## src/sv/transformed_bounding_rectangle_unit_assert.svh

```systemverilog
// assertion helpers shared by the bounding rectangle unit
`ifndef TRANSFORMED_BOUNDING_RECTANGLE_UNIT_ASSERT_SVH
`define TRANSFORMED_BOUNDING_RECTANGLE_UNIT_ASSERT_SVH

// condition must hold at every clock out of reset
`define TBR_ASSERT_ALWAYS(label, cond, msg) \
    label: assert property (@(posedge aclk) disable iff (!aresetn) (cond)) \
        else $error(msg);

// consequent must hold in the same cycle as the antecedent
`define TBR_ASSERT_IMPLIES(label, ante, cons, msg) \
    label: assert property (@(posedge aclk) disable iff (!aresetn) (ante) |-> (cons)) \
        else $error(msg);

`endif

```

## src/sv/tbr_pkg.sv

```systemverilog
// ----------------------------------------------------------------------------
// tbr_pkg
// Types and constants shared by the bounding rectangle unit modules.
// ----------------------------------------------------------------------------
package tbr_pkg;

    localparam int NUM_REGS  = 8;
    localparam int REG_IDX_W = 3;
    localparam int COORD_W   = 32;
    localparam int EXTENT_W  = 31;
    localparam int Q_FRAC    = 16;
    localparam int PROD_W    = 2 * COORD_W - Q_FRAC;

    // register indexes
    localparam logic [REG_IDX_W-1:0] REG_COEF_X_FROM_X = 3'd0;
    localparam logic [REG_IDX_W-1:0] REG_COEF_X_FROM_Y = 3'd1;
    localparam logic [REG_IDX_W-1:0] REG_COEF_X_FROM_Z = 3'd2;
    localparam logic [REG_IDX_W-1:0] REG_OFFSET_X      = 3'd3;
    localparam logic [REG_IDX_W-1:0] REG_COEF_Z_FROM_X = 3'd4;
    localparam logic [REG_IDX_W-1:0] REG_COEF_Z_FROM_Y = 3'd5;
    localparam logic [REG_IDX_W-1:0] REG_COEF_Z_FROM_Z = 3'd6;
    localparam logic [REG_IDX_W-1:0] REG_OFFSET_Z      = 3'd7;

    localparam logic [COORD_W-1:0] COEF_ONE  = 32'h0001_0000;
    localparam logic [COORD_W-1:0] COEF_ZERO = 32'h0000_0000;
    localparam logic [EXTENT_W-1:0] EXTENT_MAX = 31'h7FFF_FFFF;

    // one row of the affine transform
    typedef struct packed {
        logic signed [COORD_W-1:0] coef_x;
        logic signed [COORD_W-1:0] coef_y;
        logic signed [COORD_W-1:0] coef_z;
        logic signed [COORD_W-1:0] offset;
    } tbr_row_t;

    // transformed point handed from front to back
    typedef struct packed {
        logic signed [COORD_W-1:0] tx;
        logic signed [COORD_W-1:0] tz;
        logic                      last;
    } tbr_point_t;

endpackage

```

## src/sv/tbr_fifo.sv

```systemverilog
// ----------------------------------------------------------------------------
// tbr_fifo
// Small queue of transformed points between the front and back halves.
// ----------------------------------------------------------------------------
module tbr_fifo #(
    parameter int DEPTH = 8
) (
    input  logic                                   aclk,
    input  logic                                   aresetn,
    input  logic                                   push,
    input  tbr_pkg::tbr_point_t                    push_point,
    input  logic                                   pop,
    output logic                                   head_valid,
    output tbr_pkg::tbr_point_t                    head_point,
    output logic [$clog2(DEPTH+1)-1:0]             count
);
    import tbr_pkg::*;

    localparam int PTR_W = (DEPTH > 1) ? $clog2(DEPTH) : 1;
    localparam int CNT_W = $clog2(DEPTH + 1);

    tbr_point_t         mem [DEPTH];
    logic [PTR_W-1:0]   wr_ptr_reg, wr_ptr_next;
    logic [PTR_W-1:0]   rd_ptr_reg, rd_ptr_next;
    logic [CNT_W-1:0]   count_reg, count_next;

    // storage
    always_ff @(posedge aclk) begin
        if (push) begin
            mem[wr_ptr_reg] <= push_point;
        end
    end

    // pointer and count update
    always_comb begin
        wr_ptr_next = wr_ptr_reg;
        rd_ptr_next = rd_ptr_reg;
        count_next  = count_reg;
        if (push) begin
            wr_ptr_next = (wr_ptr_reg == PTR_W'(DEPTH - 1)) ? '0 : wr_ptr_reg + 1'b1;
        end
        if (pop) begin
            rd_ptr_next = (rd_ptr_reg == PTR_W'(DEPTH - 1)) ? '0 : rd_ptr_reg + 1'b1;
        end
        if (push && !pop) begin
            count_next = count_reg + 1'b1;
        end else if (pop && !push) begin
            count_next = count_reg - 1'b1;
        end
    end

    always_ff @(posedge aclk) begin
        if (!aresetn) begin
            wr_ptr_reg <= '0;
            rd_ptr_reg <= '0;
            count_reg  <= '0;
        end else begin
            wr_ptr_reg <= wr_ptr_next;
            rd_ptr_reg <= rd_ptr_next;
            count_reg  <= count_next;
        end
    end

    assign head_valid = (count_reg != '0);
    assign head_point = mem[rd_ptr_reg];
    assign count      = count_reg;

endmodule

```

## config.mk

```make
export PLATFORM = sky130hd
export DESIGN_NAME = tbr_fifo
export DESIGN_NICKNAME = d
export VERILOG_FILES = /design/src/sv/transformed_bounding_rectangle_unit_assert.svh /design/src/sv/tbr_pkg.sv /design/src/sv/tbr_fifo.sv
export SDC_FILE = /design/constraint.sdc
export NUM_CORES = 1
export LEC_CHECK = 0
export ABC_AREA = 1
export BUFFER_PORTS_ARGS = -buffer_cell sky130_fd_sc_hd__buf_4
export CORE_MARGIN = 3
export CORE_UTILIZATION = 54
export DETAILED_ROUTE_END_ITERATION = 16
export PLACE_DENSITY = 0.75
export SLEW_MARGIN = 20
export SYNTH_ARGS = -nofsm -noshare
export SYNTH_HDL_FRONTEND = slang
export SYNTH_SLANG_ARGS = --single-unit
```

## constraint.sdc

```tcl
create_clock -name aclk -period 3.9 [get_ports aclk]
set_clock_uncertainty 0.05 [all_clocks]
set_input_delay 0.195 -clock aclk [delete_from_list [all_inputs] [get_ports aclk]]
set_output_delay 0.195 -clock aclk [all_outputs]
set_load 0.005 [all_outputs]
```

==> flow_metrics.py <==
metrics = {
    "status": {
        "status": "finished, final reports clean",
    },
    "job": {
        "maxCapViolations": 0,
    },
    "routing": {
        "drt_wl_total_mm": 47.0,
        "routed_via_density": 5.43,
        "first_pass_iters": 5,
        "drtAntennaViolNets": 0,
        "num_vias": 13900,
        "drc": 0,
        "drt_iter0_drc": 1105,
        "wire_per_inst_um": 18.4,
    },
    "die": {
        "die_x_um": 205,
        "die_area_um2": 42000,
        "io_pins": 139,
        "fp.dieH_um": 205,
        "num_rows": 72,
        "start_util_pct": 55.0,
        "core_um2": 38800,
    },
    "synthesis": {
        "syn_area_um2": 21400,
        "ys_ff_latch": 533,
        "ys_seq_area_share_pct": 74.3,
        "syn_avg_cell_area_um2": 11.8,
        "synth_cell_type_count": 22,
        "syn-num-nets": 1895,
        "synth_warnings": 0,
        "syn_inst": 1818,
    },
    "global_routing": {
        "grt_first_pass_wirelength_mm": 73.7,
        "antenna_found_initial": 4,
        "grt_overflow": 0,
        "grt_max_degree": 219,
        "track_usage_pct": 22.5,
        "grt_util_met1_pct": 31.0,
        "grtUsageMet2_pct": 37.0,
        "top_usage_layer": "met2",
        "use_met3_pct": 3.69,
        "grt_pass1_vias": 13800,
    },
    "timing": {
        "final-setup-viol-count": 0,
        "fin_setup_tns_ns": 0,
        "rsz0062_at_grt": "no",
        "max-slew-margin-rel_pct": 13.4,
        "fmax_mhz": 301,
        "hold_viol": 0,
        "fin_crit_sh_pct": 85.2,
        "period_needed_ns": 3.32,
        "maxSlewViolCount": 0,
        "tightestPinTransition_ns": 1.30,
    },
    "clock_network": {
        "clockBufferDepth": 3,
        "cts.sinks": 533,
        "ctsResizeCount": 0,
        "cts-root-buf": "clkbuf_16",
        "cts_tree": "done",
        "cts-buffers-inserted": 51,
        "clk_latency_ns": 0.56,
        "path_clk_slew_ns": 0.06,
        "h-tree-depth": 2,
    },
    "power_and_ir_drop": {
        "power_density_nw_per_um2": 497,
        "p_leak_uw": 0.00928,
        "ir_worst_vdd_mv": 0.345,
    },
    "final_layout": {
        "drive_gt1_share_pct": 11.7,
        "syn_to_final_growth_pct": 17.5,
        "largest_register_ffs": 520,
        "final_net_count": 2077,
        "layout_common_cells": "nor2_1 (528), edfxtp_1 (520), nand2_1 (343)",
        "layout_commonest_cell": "nor2_1",
        "fin_area_um2": 25100,
    },
    "placement": {
        "port-buffer-count": 138,
        "dpl_cell_area_um2": 22800,
        "dp_hpwl_mm": 24.0,
        "place.gp.congestion": 0.739,
    },
    "critical_path": {
        "path_common_cell": "nand2_1",
        "cp-end-kind": "output pin",
        "crit_chain": "buf_12, nor2_1, nor2_1, o21ai_0, nand2_1, nand2_1, nand2_1, buf_4",
        "crit_fanout": 218,
        "critPathBufInv": 2,
        "setup.worst_path.class": "reg -> out",
        "cp_slowest_cell": "dfxtp_4",
        "critical-path-top-delay-family": "flip-flops",
        "worstPathArrival_ns": 3.08,
        "startpoint_type": "register",
        "cpPeakStageDelay_ns": 0.68,
        "cp_data_required_time_ns": 3.65,
    },
    "worst_hold_path": {
        "hold_class": "in -> reg",
    },
}
==> power breakdown <==
part	internal [uW]	total, uW	switching (uW)
Sequential	6450	6500	52.2
Clock	2700	4670	1970
Combinational	503	1320	812
==> layout make-up <==
class	instances	area, um^2
Antenna cell	3	7.51
Multi-Input combinational cell	1167	4880
Clock inverter	18	200
Inverter	18	77.6
Clock buffer	68	1360
Sequential cell	533	15900
Fill cell	2835	13700
Timing Repair Buffer	229	2050
Tap cell	518	648
==> stage by stage <==
stage	setup slack [ns]	util, %	instances	hold WS, ns	power, uW
final	0.577	64.7	2554	0.349	12500
after global placement	1.36	58.8	2396	0.377	7840
after detailed placement	1.30	58.8	2396	0.379	7880
after global routing	0.523	64.7	2553	0.343	12900
after CTS	0.685	64.6	2551	0.320	12600
after floorplan	0.168	-	1818	0.244	7340
==> synth_stat cells (all sizes together) <==
master	instances	area, um^2
edfxtp	520	15600
a21oi	7	35.0
nand2	343	1290
inv	18	70.1
dfxtp	13	260
nor2	536	2010
or2	1	6.26
a211oi	1	7.51
o21ai	265	1330
clkbuf	25	101
fa	1	20.0
nand3	5	25.0
xor2	1	8.76
ha	7	87.6
buf	75	503
==> cell families (layout without fill, tap and decap cells) <==
kind of cell | Yosys count | count (layout) | synth area share (%)
AO/OA/AOI/OAI | 273 | 273 | 6.41
XOR/XNOR | 1 | 1 | 0.0410
adder cells (fa/ha/maj) | 8 | 8 | 0.504
buffers and inverters | 118 | 333 | 3.16
flip-flops | 533 | 533 | 74.3
other | 0 | 3 | 0
AND/OR/NAND/NOR | 885 | 885 | 15.6
==> routing by layer <==
metal | vias up | wire [um]
li1 | 6572 | -
met1 | 6713 | 20100
met2 | 475 | 22900
met3 | 95 | 2940
met4 | 4 | 1010
met5 | - | 21
==> timing repair <==
action,4_1_cts,5_1_grt
buffers inserted,0,0
hold buffers,69,0
hold endpoints to repair,531,0
==> path summary, 6_finish.rpt <==
path                       start              to  slack, ns  cells after the start
hold / removal    push_point[26]      mem[6][26]       0.35                      2
hold reg to reg    wr_ptr_reg[0]   wr_ptr_reg[0]       0.44                      2
setup / recovery        register  head_point[15]       0.58                      8
setup reg to reg   wr_ptr_reg[0]      mem[7][50]       1.77                      3
No activity file was read; power rests on OpenSTA's default activity.
